File: src/rsi_indicator_stream_top_macros.svh
// ----------------------------------------------------------------------------
// RSI indicator stream: assertion macros
// Property wrappers clocked on clk and held off during rst.
// ----------------------------------------------------------------------------
`ifndef RSI_INDICATOR_STREAM_TOP_MACROS_SVH
`define RSI_INDICATOR_STREAM_TOP_MACROS_SVH

`ifndef SYNTH
`define RSI_ASSERT_IMPLY(label, ante, cons) \
  label: assert property (@(posedge clk) disable iff (rst) (ante) |-> (cons)) \
    else $error("rsi assertion failed");
`define RSI_ASSERT_NEXT(label, ante, cons) \
  label: assert property (@(posedge clk) disable iff (rst) (ante) |=> (cons)) \
    else $error("rsi assertion failed");
`else
`define RSI_ASSERT_IMPLY(label, ante, cons)
`define RSI_ASSERT_NEXT(label, ante, cons)
`endif

`endif

File: src/rsi_pkg.sv
// ----------------------------------------------------------------------------
// RSI package
// Shared constants, codes and handshake structs of the RSI indicator stream.
// ----------------------------------------------------------------------------
`default_nettype none

package rsi_pkg;

  localparam int PRICE_WIDTH_DEF         = 32;
  localparam int EXTRA_FRACTION_BITS_DEF = 16;

  localparam int RSI_W         = 15;
  localparam int RSI_FRAC_BITS = 8;
  localparam int MUL_STEPS     = 8;

  localparam logic [14:0] RSI_FULL_SCALE = 15'd25600;
  localparam logic [7:0]  RSI_PERCENT    = 8'd100;
  localparam logic [7:0]  SEEDED_MARK    = 8'd255;
  localparam logic [7:0]  MIN_PERIOD     = 8'd2;

  localparam logic [7:0] PERIOD_RESET = 8'd14;
  localparam logic [6:0] SELL_RESET   = 7'd70;
  localparam logic [6:0] BUY_RESET    = 7'd30;

  localparam logic [1:0] CFG_PERIOD = 2'd0;
  localparam logic [1:0] CFG_SELL   = 2'd1;
  localparam logic [1:0] CFG_BUY    = 2'd2;

  localparam logic [1:0] SIG_NONE = 2'd0;
  localparam logic [1:0] SIG_BUY  = 2'd1;
  localparam logic [1:0] SIG_SELL = 2'd2;
  localparam logic [1:0] SIG_HOLD = 2'd3;

  localparam logic OP_MUL = 1'b0;
  localparam logic OP_DIV = 1'b1;

  typedef struct packed {
    logic start;
    logic op;
  } arith_req_t;

  typedef struct packed {
    logic busy;
    logic done;
  } arith_rsp_t;

endpackage

`default_nettype wire

File: src/rsi_indicator_stream_top.sv
// ----------------------------------------------------------------------------
// RSI indicator stream, top level
// Wilder-smoothed relative strength index over a stream of closing prices,
// sequenced over one shared multiply/divide unit.
// ----------------------------------------------------------------------------
//   channel  dir  handshake            payload
//   in       in   in_valid / in_stall  close_price, series_start
//   out      out  out_valid / out_stall rsi_value, trade_signal
//   cfg      in   cfg_valid / cfg_ready cfg_index, cfg_data
//
// Once seeded, each item runs its multiplies and divides in turn on the shared
// unit, and no new price is accepted until the item leaves the output state.
// The seed item skips two multiplies; a zero average loss skips the last two ops.
// A restart or an item still seeding returns to idle from the difference state.
// Reset is synchronous; registers take their reset values, no result pending.
// A stalled result sits in the output register while the next item works.
// ----------------------------------------------------------------------------
`default_nettype none

`include "rsi_indicator_stream_top_macros.svh"

module rsi_indicator_stream_top #(
  parameter int PRICE_WIDTH         = rsi_pkg::PRICE_WIDTH_DEF,
  parameter int EXTRA_FRACTION_BITS = rsi_pkg::EXTRA_FRACTION_BITS_DEF
) (
  input  wire                       clk,
  input  wire                       rst,
  input  wire                       in_valid,
  output logic                      in_stall,
  input  wire  [PRICE_WIDTH-1:0]    close_price,
  input  wire                       series_start,
  output logic                      out_valid,
  input  wire                       out_stall,
  output logic [rsi_pkg::RSI_W-1:0] rsi_value,
  output logic [1:0]                trade_signal,
  input  wire                       cfg_valid,
  output logic                      cfg_ready,
  input  wire  [1:0]                cfg_index,
  input  wire  [7:0]                cfg_data
);

  localparam int DW    = PRICE_WIDTH + EXTRA_FRACTION_BITS;
  localparam int ACC_W = (DW + 8 > 64) ? 64 : DW + 8;
  localparam int OP_W  = (DW + 15 > 64) ? 64 : DW + 15;

  localparam logic [3:0] S_IDLE = 4'd0;
  localparam logic [3:0] S_DIFF = 4'd1;
  localparam logic [3:0] S_GM   = 4'd2;
  localparam logic [3:0] S_GD   = 4'd3;
  localparam logic [3:0] S_LM   = 4'd4;
  localparam logic [3:0] S_LD   = 4'd5;
  localparam logic [3:0] S_RM   = 4'd6;
  localparam logic [3:0] S_RD   = 4'd7;
  localparam logic [3:0] S_OUT  = 4'd8;

  logic [3:0] state, state_next;
  logic       issued, issued_next;

  logic [7:0] period;
  logic [6:0] sell;
  logic [6:0] buy;

  logic [PRICE_WIDTH-1:0] price_q;
  logic                   start_q;
  logic [PRICE_WIDTH-1:0] prev;
  logic                   have_prev;
  logic [7:0]             seen;
  logic [ACC_W-1:0]       avg_gain;
  logic [ACC_W-1:0]       avg_loss;
  logic [ACC_W-1:0]       gain_r;
  logic [ACC_W-1:0]       loss_r;
  logic [OP_W-1:0]        tmp;
  logic [OP_W-1:0]        rsi_q;
  logic [7:0]             dvs;
  logic                   seed;

  logic                   up;
  logic [PRICE_WIDTH-1:0] mag;
  logic [DW-1:0]          mag_sh;
  logic [ACC_W-1:0]       delta;
  logic [7:0]             p_eff;
  logic [7:0]             count;
  logic [OP_W-1:0]        sum_w;
  logic                   full_scale;

  rsi_pkg::arith_req_t req;
  rsi_pkg::arith_rsp_t rsp;
  logic                req_start;
  logic                req_op;
  logic [OP_W-1:0]     ar_a;
  logic [7:0]          ar_b;
  logic [OP_W-1:0]     ar_c;
  logic [OP_W-1:0]     ar_res;

  rsi_arith #(
    .W (OP_W)
  ) u_arith (
    .clk (clk),
    .rst (rst),
    .req (req),
    .a   (ar_a),
    .b   (ar_b),
    .c   (ar_c),
    .res (ar_res),
    .rsp (rsp)
  );

  assign req       = '{start: req_start, op: req_op};
  assign cfg_ready = 1'b1;
  assign in_stall  = (state != S_IDLE);

  assign up         = price_q > prev;
  assign mag        = up ? (price_q - prev) : (prev - price_q);
  assign mag_sh     = DW'(mag) << EXTRA_FRACTION_BITS;
  assign delta      = ACC_W'(mag_sh);
  assign p_eff      = (period < rsi_pkg::MIN_PERIOD) ? rsi_pkg::MIN_PERIOD : period;
  assign count      = seen + 8'd1;
  assign sum_w      = OP_W'(avg_gain) + OP_W'(avg_loss);
  assign full_scale = (avg_loss == '0) || (sum_w == '0);

  always_comb begin
    req_op = rsi_pkg::OP_MUL;
    ar_a   = '0;
    ar_b   = '0;
    ar_c   = '0;
    case (state)
      S_GM: begin
        ar_a = OP_W'(avg_gain);
        ar_b = dvs - 8'd1;
        ar_c = OP_W'(gain_r);
      end
      S_GD: begin
        req_op = rsi_pkg::OP_DIV;
        ar_a   = seed ? OP_W'(avg_gain) : tmp;
        ar_c   = OP_W'(dvs);
      end
      S_LM: begin
        ar_a = OP_W'(avg_loss);
        ar_b = dvs - 8'd1;
        ar_c = OP_W'(loss_r);
      end
      S_LD: begin
        req_op = rsi_pkg::OP_DIV;
        ar_a   = seed ? OP_W'(avg_loss) : tmp;
        ar_c   = OP_W'(dvs);
      end
      S_RM: begin
        ar_a = OP_W'(avg_gain);
        ar_b = rsi_pkg::RSI_PERCENT;
      end
      S_RD: begin
        req_op = rsi_pkg::OP_DIV;
        ar_a   = tmp << rsi_pkg::RSI_FRAC_BITS;
        ar_c   = sum_w;
      end
      default: req_op = rsi_pkg::OP_MUL;
    endcase
  end

  always_comb begin
    state_next  = state;
    issued_next = issued;
    req_start   = 1'b0;
    case (state)
      S_IDLE: if (in_valid) state_next = S_DIFF;
      S_DIFF: begin
        if (start_q || !have_prev) state_next = S_IDLE;
        else if (seen != rsi_pkg::SEEDED_MARK)
          state_next = (count < p_eff) ? S_IDLE : S_GD;
        else state_next = S_GM;
      end
      S_GM, S_GD, S_LM, S_LD, S_RD: begin
        req_start   = !issued;
        issued_next = 1'b1;
        if (rsp.done) begin
          issued_next = 1'b0;
          case (state)
            S_GM:    state_next = S_GD;
            S_GD:    state_next = seed ? S_LD : S_LM;
            S_LM:    state_next = S_LD;
            S_LD:    state_next = S_RM;
            default: state_next = S_OUT;
          endcase
        end
      end
      S_RM: begin
        if (full_scale) begin
          state_next = S_OUT;
        end else begin
          req_start   = !issued;
          issued_next = 1'b1;
          if (rsp.done) begin
            issued_next = 1'b0;
            state_next  = S_RD;
          end
        end
      end
      S_OUT: if (!out_valid || !out_stall) state_next = S_IDLE;
      default: state_next = S_IDLE;
    endcase
  end

  always_ff @(posedge clk) begin
    if (rst) begin
      state     <= S_IDLE;
      issued    <= 1'b0;
      period    <= rsi_pkg::PERIOD_RESET;
      sell      <= rsi_pkg::SELL_RESET;
      buy       <= rsi_pkg::BUY_RESET;
      prev      <= '0;
      have_prev <= 1'b0;
      seen      <= '0;
      avg_gain  <= '0;
      avg_loss  <= '0;
      seed      <= 1'b0;
      out_valid <= 1'b0;
    end else begin
      state  <= state_next;
      issued <= issued_next;

      if (cfg_valid) begin
        case (cfg_index)
          rsi_pkg::CFG_PERIOD: period <= cfg_data;
          rsi_pkg::CFG_SELL:   sell   <= cfg_data[6:0];
          rsi_pkg::CFG_BUY:    buy    <= cfg_data[6:0];
          default:             period <= period;
        endcase
      end

      if (state == S_IDLE && in_valid) begin
        price_q <= close_price;
        start_q <= series_start;
      end

      if (state == S_OUT && (!out_valid || !out_stall)) out_valid <= 1'b1;
      else if (out_valid && !out_stall) out_valid <= 1'b0;

      case (state)
        S_DIFF: begin
          prev <= price_q;
          if (start_q || !have_prev) begin
            have_prev <= 1'b1;
            seen      <= '0;
            avg_gain  <= '0;
            avg_loss  <= '0;
          end else begin
            gain_r <= up ? delta : '0;
            loss_r <= up ? '0 : delta;
            if (seen != rsi_pkg::SEEDED_MARK) begin
              avg_gain <= avg_gain + (up ? delta : '0);
              avg_loss <= avg_loss + (up ? '0 : delta);
              seen     <= (count < p_eff) ? count : rsi_pkg::SEEDED_MARK;
              dvs      <= count;
              seed     <= 1'b1;
            end else begin
              dvs  <= p_eff;
              seed <= 1'b0;
            end
          end
        end
        S_GM, S_LM: if (rsp.done) tmp <= ar_res;
        S_GD: if (rsp.done) avg_gain <= ACC_W'(ar_res);
        S_LD: if (rsp.done) avg_loss <= ACC_W'(ar_res);
        S_RM: begin
          if (full_scale) rsi_q <= OP_W'(rsi_pkg::RSI_FULL_SCALE);
          else if (rsp.done) tmp <= ar_res;
        end
        S_RD: if (rsp.done) rsi_q <= ar_res;
        S_OUT: begin
          if (!out_valid || !out_stall) begin
            rsi_value <= rsi_q[rsi_pkg::RSI_W-1:0];
            if (seed)
              trade_signal <= rsi_pkg::SIG_NONE;
            else if (rsi_q > (OP_W'(sell) << rsi_pkg::RSI_FRAC_BITS))
              trade_signal <= rsi_pkg::SIG_SELL;
            else if (rsi_q < (OP_W'(buy) << rsi_pkg::RSI_FRAC_BITS))
              trade_signal <= rsi_pkg::SIG_BUY;
            else
              trade_signal <= rsi_pkg::SIG_HOLD;
          end
        end
        default: seed <= seed;
      endcase
    end
  end

  `RSI_ASSERT_NEXT(a_accept_starts, in_valid && !in_stall, state == S_DIFF)
  `RSI_ASSERT_NEXT(a_load_from_out, !out_valid && state != S_OUT, !out_valid)
  `RSI_ASSERT_IMPLY(a_idle_unit_quiet, state == S_IDLE || state == S_DIFF, !rsp.busy)

endmodule

`default_nettype wire

File: src/rsi_arith.sv
// ----------------------------------------------------------------------------
// RSI arithmetic unit
// Iterative shift-add multiplier (a * b + c) and restoring divider (a / c),
// one bit per cycle, sharing the accumulator and operand registers.
// ----------------------------------------------------------------------------
`default_nettype none

module rsi_arith #(
  parameter int W = 63
) (
  input  wire                  clk,
  input  wire                  rst,
  input  rsi_pkg::arith_req_t  req,
  input  wire  [W-1:0]         a,
  input  wire  [7:0]           b,
  input  wire  [W-1:0]         c,
  output logic [W-1:0]         res,
  output rsi_pkg::arith_rsp_t  rsp
);

  localparam int CNT_W = $clog2(W + 1);

  logic             busy;
  logic             done;
  logic             op;
  logic [W-1:0]     acc;
  logic [W-1:0]     opd;
  logic [W-1:0]     rem;
  logic [7:0]       mplier;
  logic [CNT_W-1:0] count;

  logic [W:0] rem_sh;
  logic [W:0] trial;
  logic       fits;

  assign rem_sh = {rem, acc[W-1]};
  assign trial  = rem_sh - {1'b0, opd};
  assign fits   = ~trial[W];

  always_ff @(posedge clk) begin
    if (rst) begin
      busy <= 1'b0;
      done <= 1'b0;
    end else begin
      if (req.start) begin
        busy <= 1'b1;
        done <= 1'b0;
        op   <= req.op;
        if (req.op == rsi_pkg::OP_DIV) begin
          count <= CNT_W'(W);
          acc   <= a;
          opd   <= c;
          rem   <= '0;
        end else begin
          count  <= CNT_W'(rsi_pkg::MUL_STEPS);
          acc    <= c;
          opd    <= a;
          mplier <= b;
        end
      end else if (busy) begin
        count <= count - CNT_W'(1);
        done  <= (count == CNT_W'(1));
        if (count == CNT_W'(1)) busy <= 1'b0;
        case (op)
          rsi_pkg::OP_MUL: begin
            if (mplier[0]) acc <= acc + opd;
            opd    <= opd << 1;
            mplier <= mplier >> 1;
          end
          rsi_pkg::OP_DIV: begin
            acc <= {acc[W-2:0], fits};
            rem <= fits ? trial[W-1:0] : rem_sh[W-1:0];
          end
          default: acc <= acc;
        endcase
      end else begin
        done <= 1'b0;
      end
    end
  end

  assign res = acc;
  assign rsp = '{busy: busy, done: done};

endmodule

`default_nettype wire

File: config.mk
export PLATFORM = sky130hd
export DESIGN_NAME = rsi_indicator_stream_top
export DESIGN_NICKNAME = d
export VERILOG_FILES = /design/src/rsi_pkg.sv /design/src/rsi_indicator_stream_top.sv /design/src/rsi_arith.sv
export VERILOG_INCLUDE_DIRS = /design/src /design/src/src
export SDC_FILE = /design/constraint.sdc
export NUM_CORES = 2
export LEC_CHECK = 0
export ABC_AREA = 1
export BUFFER_PORTS_ARGS = -buffer_cell sky130_fd_sc_hd__buf_2
export CAP_MARGIN = 10
export CORE_MARGIN = 4
export CORE_UTILIZATION = 57
export DETAILED_ROUTE_END_ITERATION = 16
export PLACE_DENSITY = 0.76
export SYNTH_ARGS = -nofsm -noshare
export SYNTH_HDL_FRONTEND = slang
export SYNTH_HIERARCHICAL = 1
export SYNTH_SLANG_ARGS = --single-unit
export TNS_END_PERCENT = 1
File: constraint.sdc
create_clock -name clk -period 14.4 [get_ports clk]
set_input_delay 2.88 -clock clk [delete_from_list [all_inputs] [get_ports clk]]
set_output_delay 2.88 -clock clk [all_outputs]
set_load 0.03 [all_outputs]
After elaboration in Yosys (flattened, before gate mapping) --
Index checks and enable logic that the tools add are counted.
Cells by class: $add $sub $neg 10, $mul 0, div/mod/pow operators 0, order comparisons 5, equality and inequality tests 26, shifts and indexed selects 0, muxes and demuxes 72, bitwise gates (word level) 5, reductions and logical operators 52
Operators by type and width (count):
- two-way mux 63 bit | 19
- case mux 63 bit (2 select lines) | 3
- case mux 63 bit (5 select lines) | 1
- two-way mux 56 bit | 5
- case mux 57 bit (4 select lines) | 1
- case mux 56 bit (2 select lines) | 2
- adder 56 x 48 -> 56 bit | 2
- two-way mux 48 bit | 2
- two-way mux 8 bit | 9
- subtractor 32 bit | 2
- subtractor 64 x 63 -> 64 bit | 1
- adder 63 bit | 1
- greater-than comparator 63 x 15 -> 1 bit | 1
- logical NOT 63 bit | 1
- less-than comparator 63 x 15 -> 1 bit | 1
- adder 56 x 56 -> 57 bit | 1
- logical NOT 56 bit | 1
- greater-than comparator 32 bit | 1
- two-way mux 32 bit | 1
- AND reduction 3 bit | 7
- two-way mux 4 bit | 5
- case mux 4 bit (5 select lines) | 1
- AND reduction 2 bit | 10
- two-way mux 6 bit | 3
- other kinds (34) | 89
Word-level totals: bits in registers 684, bits in latches 0, memory bits (writable) 0, memory bits (read-only) 0, bits of input ports 48, memories kept 0

Logic depth before layout (Yosys ltp) --
depth after elaboration 7, gate-level depth with buffers 33, gate-level depth less buffers 30

Hierarchy --
The synthesis kept the hierarchy.
By module, submodules not included:
- rsi_indicator_stream_top | times used 1, cells each 4433, area each 31440.2 um2, seq. area each 11090.6 um2
- rsi_arith | times used 1, cells each 3505, area each 21444.3 um2, seq. area each 6165.9 um2

Worst setup path after synthesis --
No wires, ideal clock.
path type input port to flip-flop, from input port rst, to register tmp[0], enable pin, setup time 0.578 ns, arrival 8.111 ns, slack 5.711 ns, stages on the path 5, cell sequence clkbuf_1 > clkinv_1 > clkbuf_1 > nand2_1 > a211oi_1
On the way: longest elaborated chain between the ends 2
Ends and longest elaborated chain:
- start: declaration | RTL line rsi_indicator_stream_top.sv:27 | input wire rst,
- NOT 1 bit (no source line)
- AND reduction 3 bit (no source line)
- end signal: assignment | RTL line rsi_indicator_stream_top.sv:261 | S_GM, S_LM: if (rsp.done) tmp <= ar_res;
- end signal: assignment | RTL line rsi_indicator_stream_top.sv:266 | else if (rsp.done) tmp <= ar_res;
- end: declaration | RTL line rsi_indicator_stream_top.sv:72 | logic [OP_W-1:0] tmp;
Every way passes these cells. A chain may end at the register's enable or synchronous reset.

Worst setup path after layout --
from register price_q[4], to register avg_loss[50]
On the way: longest elaborated chain between the ends 7, elaborated cells between the ends (all ways) 9, classes of those cells add/sub: 3; order compare: 1; mux: 5
Ends and longest elaborated chain:
- start: declaration | RTL line rsi_indicator_stream_top.sv:63 | logic [PRICE_WIDTH-1:0] price_q;
- start signal: assignment | RTL line rsi_indicator_stream_top.sv:231 | price_q <= close_price;
- subtractor 32 bit / greater-than comparator 32 bit (equally long branches) | RTL line rsi_indicator_stream_top.sv:113, rsi_indicator_stream_top.sv:112
- two-way mux 32 bit | RTL line rsi_indicator_stream_top.sv:113 | assign mag = up ? (price_q - prev) : (prev - price_q);
- two-way mux 48 bit (*) | RTL line rsi_indicator_stream_top.sv:251 | avg_loss <= avg_loss + (up ? '0 : delta);
- adder 56 x 48 -> 56 bit (*) | RTL line rsi_indicator_stream_top.sv:251
- two-way mux 56 bit (*) | RTL line rsi_indicator_stream_top.sv:249 | if (seen != rsi_pkg::SEEDED_MARK) begin
- two-way mux 56 bit (*) | RTL line rsi_indicator_stream_top.sv:241 | if (start_q || !have_prev) begin
- case mux 56 bit (2 select lines) (*) | RTL line rsi_indicator_stream_top.sv:238 | case (state)
- end signal: assignment | RTL line rsi_indicator_stream_top.sv:251
- end signal: assignment | RTL line rsi_indicator_stream_top.sv:263 | S_LD: if (rsp.done) avg_loss <= ACC_W'(ar_res);
- end: declaration | RTL line rsi_indicator_stream_top.sv:69 | logic [ACC_W-1:0] avg_loss;
Every way passes the cells marked *; elsewhere a longest branch is shown, timed or not. The select of a mux whose other input is x is not followed.

==> reports/summary.txt <==
RSZ-0062 raised after global routing - no
Post-cts sizing count - 0
Reg2reg start - price_q[4]
Htree depth - 3
R2r setup slk - 7.55 ns
Maximum clock frequency - 146.0 MHz
Critical path class - reg -> reg
Synthesized cell area - 52880 µm²
CP Launch Point - price_q[4]
Total number of yosys warnings - 6
Setup tns final - 0 ns
Io pins - 68
Mapped Cells - 7937
Reg power frac - 25.6%
Nets - 8311
Placed inst area - 54300 µm²
RR Endpoint - avg_loss[50]
CTS tree - built
Max-Cap Viols - 0
CTS Hold Buffers Added - 0
Worst-Margin Slew - 1.268 ns
Grt total ovfl - 0
Initial antenna violation count - 5
Routed Antenna Nets - 0
Skew final - 0.04101 ns
Layout cell share with drive strength beyond 1 - 4.910%
Port bufs - 66
Hold Crit Class - reg -> reg
Final GP Congestion - 1.119
CTS clk-pin slew, worst paths - 0.06 ns
Initial DRC count - 8602
Num CTS Buffers - 75
CP Capture Type - flop
Worst Reg-to-Reg Cells - 30
Leakage power - 27.11 nW
DR WL/cell - 23.90 µm
Int Power - 0.005448 W
Worst Hold Launch - rsi_q[5]
Final hold viol count - 0
Core Area - 91800 µm²
Avg Cell Area, Syn - 6.662 µm²
Most frequent cells in the layout - nand2_1 (2169), inv_1 (1407), nor2_1 (751)
DP HPWL - 175000 µm
Longest Clk Path Bufs - 3
Sw Share - 52.21%
TritonRoute pass-1 iters - 9
CP max stage delay - 0.57 ns
Status - finished, final reports clean
Total number of vias - 56210
Hold Path Depth - 0
Fin crit share - 47.55%
Rows - 111
Hold slack - 0.4459 ns
Number of global-route vias before repair - 50590
Post-CTS setup buffers - 0
Initial Utilization - 57.60%
Skew-Pair Late Insertion Delay - 0.68 ns
Die area - 97700 µm²
Critical Path End - avg_loss[50]
CP dominant cell by count - nand2_1
Final Cell Area - 56790 µm²
Total GRT Usage - 43.53%
Slew Viols, Final - 0
Largest net degree at the start of global routing - 96
Drc violations - 0
DR vias/cell - 6.090
Slew Limit Headroom - 14.58%
Max VDD drop - 0.1631 mV
Final setup viols - 0
Area Growth Syn to Fin - 7.404%
Clk sinks - 636
Clk pwr share - 17.5%
Minimum clock period - 6.847 ns
Fin util - 61.86%
Most common cell after layout, fill and taps aside - nand2_1
Critical-path top delay cell - a21oi_1
CP Data Arrival Time - 7.45 ns
Die W - 312.6 µm
Total power per unit cell area - 200.7 nW/µm²
Dpl cells - 9090
Gate power share - 56.9%
Worst EP required - 15.00 ns
Post-route insts no fill - 9229
First-pass GRT wire length - 321400 µm
Root buffer cell - clkbuf_16
Routed wire length - 220600 µm
Setup crit start kind - flop
Crit-path max FO - 38
Switch Pwr - 0.005951 W
Die Y - 312.6 µm
-- through the flow --
stage	worst slack [ns]	total power (W)
finish	7.553	0.01140
global route	7.311	0.01194
CTS	8.024	0.01105
detailed placement	8.029	0.009048
global placement	8.172	0.008946
floorplan	5.711	0.006929
-- cell type report --
cell class                 instances  area [µm²]
antenna                            2       5.005
clock buffer                      97        2009
clock inverter                    40       476.7
fill                            8581       35010
inverter                        1439        5408
multi-input combinational       5665       29440
sequential                       636       17260
tap                             1243        1555
timing repair buffer             107       640.6
-- registers in the layout (all words and copies together), names as in the netlist, 4 cells and up --
| register | cells |
|---|---|
| avg_gain | 56 |
| avg_loss | 56 |
| buy | 7 |
| dvs | 8 |
| gain_r | 32 |
| loss_r | 32 |
| period | 8 |
| prev | 32 |
| price_q | 32 |
| rsi_q | 63 |
| rsi_value | 15 |
| seen | 8 |
| sell | 7 |
| state | 4 |
| tmp | 63 |
| u_arith/count | 6 |
| u_arith/mplier | 8 |
| u_arith/opd | 63 |
| u_arith/rem | 63 |
| u_arith/res | 63 |
-- routing by layer --
layer | global-route usage (%) | vias up | routed length, µm
li1 | - | 25770 | -
met1 | 59.08 | 25630 | 86660
met2 | 62.08 | 4009 | 87970
met3 | 13.22 | 789 | 30930
met4 | 23.49 | 8 | 15010
met5 | 0 | - | 33
-- worst min-delay path by stage --
stage	slack (ns)	endpoint
4_1_cts	0.44	rsi_value[5]
6_report	0.45	rsi_value[5]
5_1_grt	0.45	rsi_value[5]
3_3_place_gp	0.43	rsi_value[6]
3_5_place_dp	0.43	rsi_value[5]
2_1_floorplan	0.42	rsi_value[3]
-- critical path, delay by kind of cell, from the launching register on --
| family | cells | cell delay [ns] |
|---|---|---|
| flops | 1 | 0.35 |
| buf+inv | 4 | 0.99 |
| compound gates | 11 | 3.08 |
| fa+ha+maj | 3 | 1.05 |
| simple gates | 12 | 1.26 |
-- power by group through the flow --
stage	sequential (W)	clock, W	combinational [W]
6_report	0.00291	0.00200	0.00649
5_1_grt	0.00292	0.00207	0.00695
2_1_floorplan	0.00274	0	0.00419
3_5_place_dp	0.00292	0	0.00612
4_1_cts	0.00289	0.00200	0.00617
3_3_place_gp	0.00292	0	0.00603
Note: power is estimated with default switching activity, not from simulation.
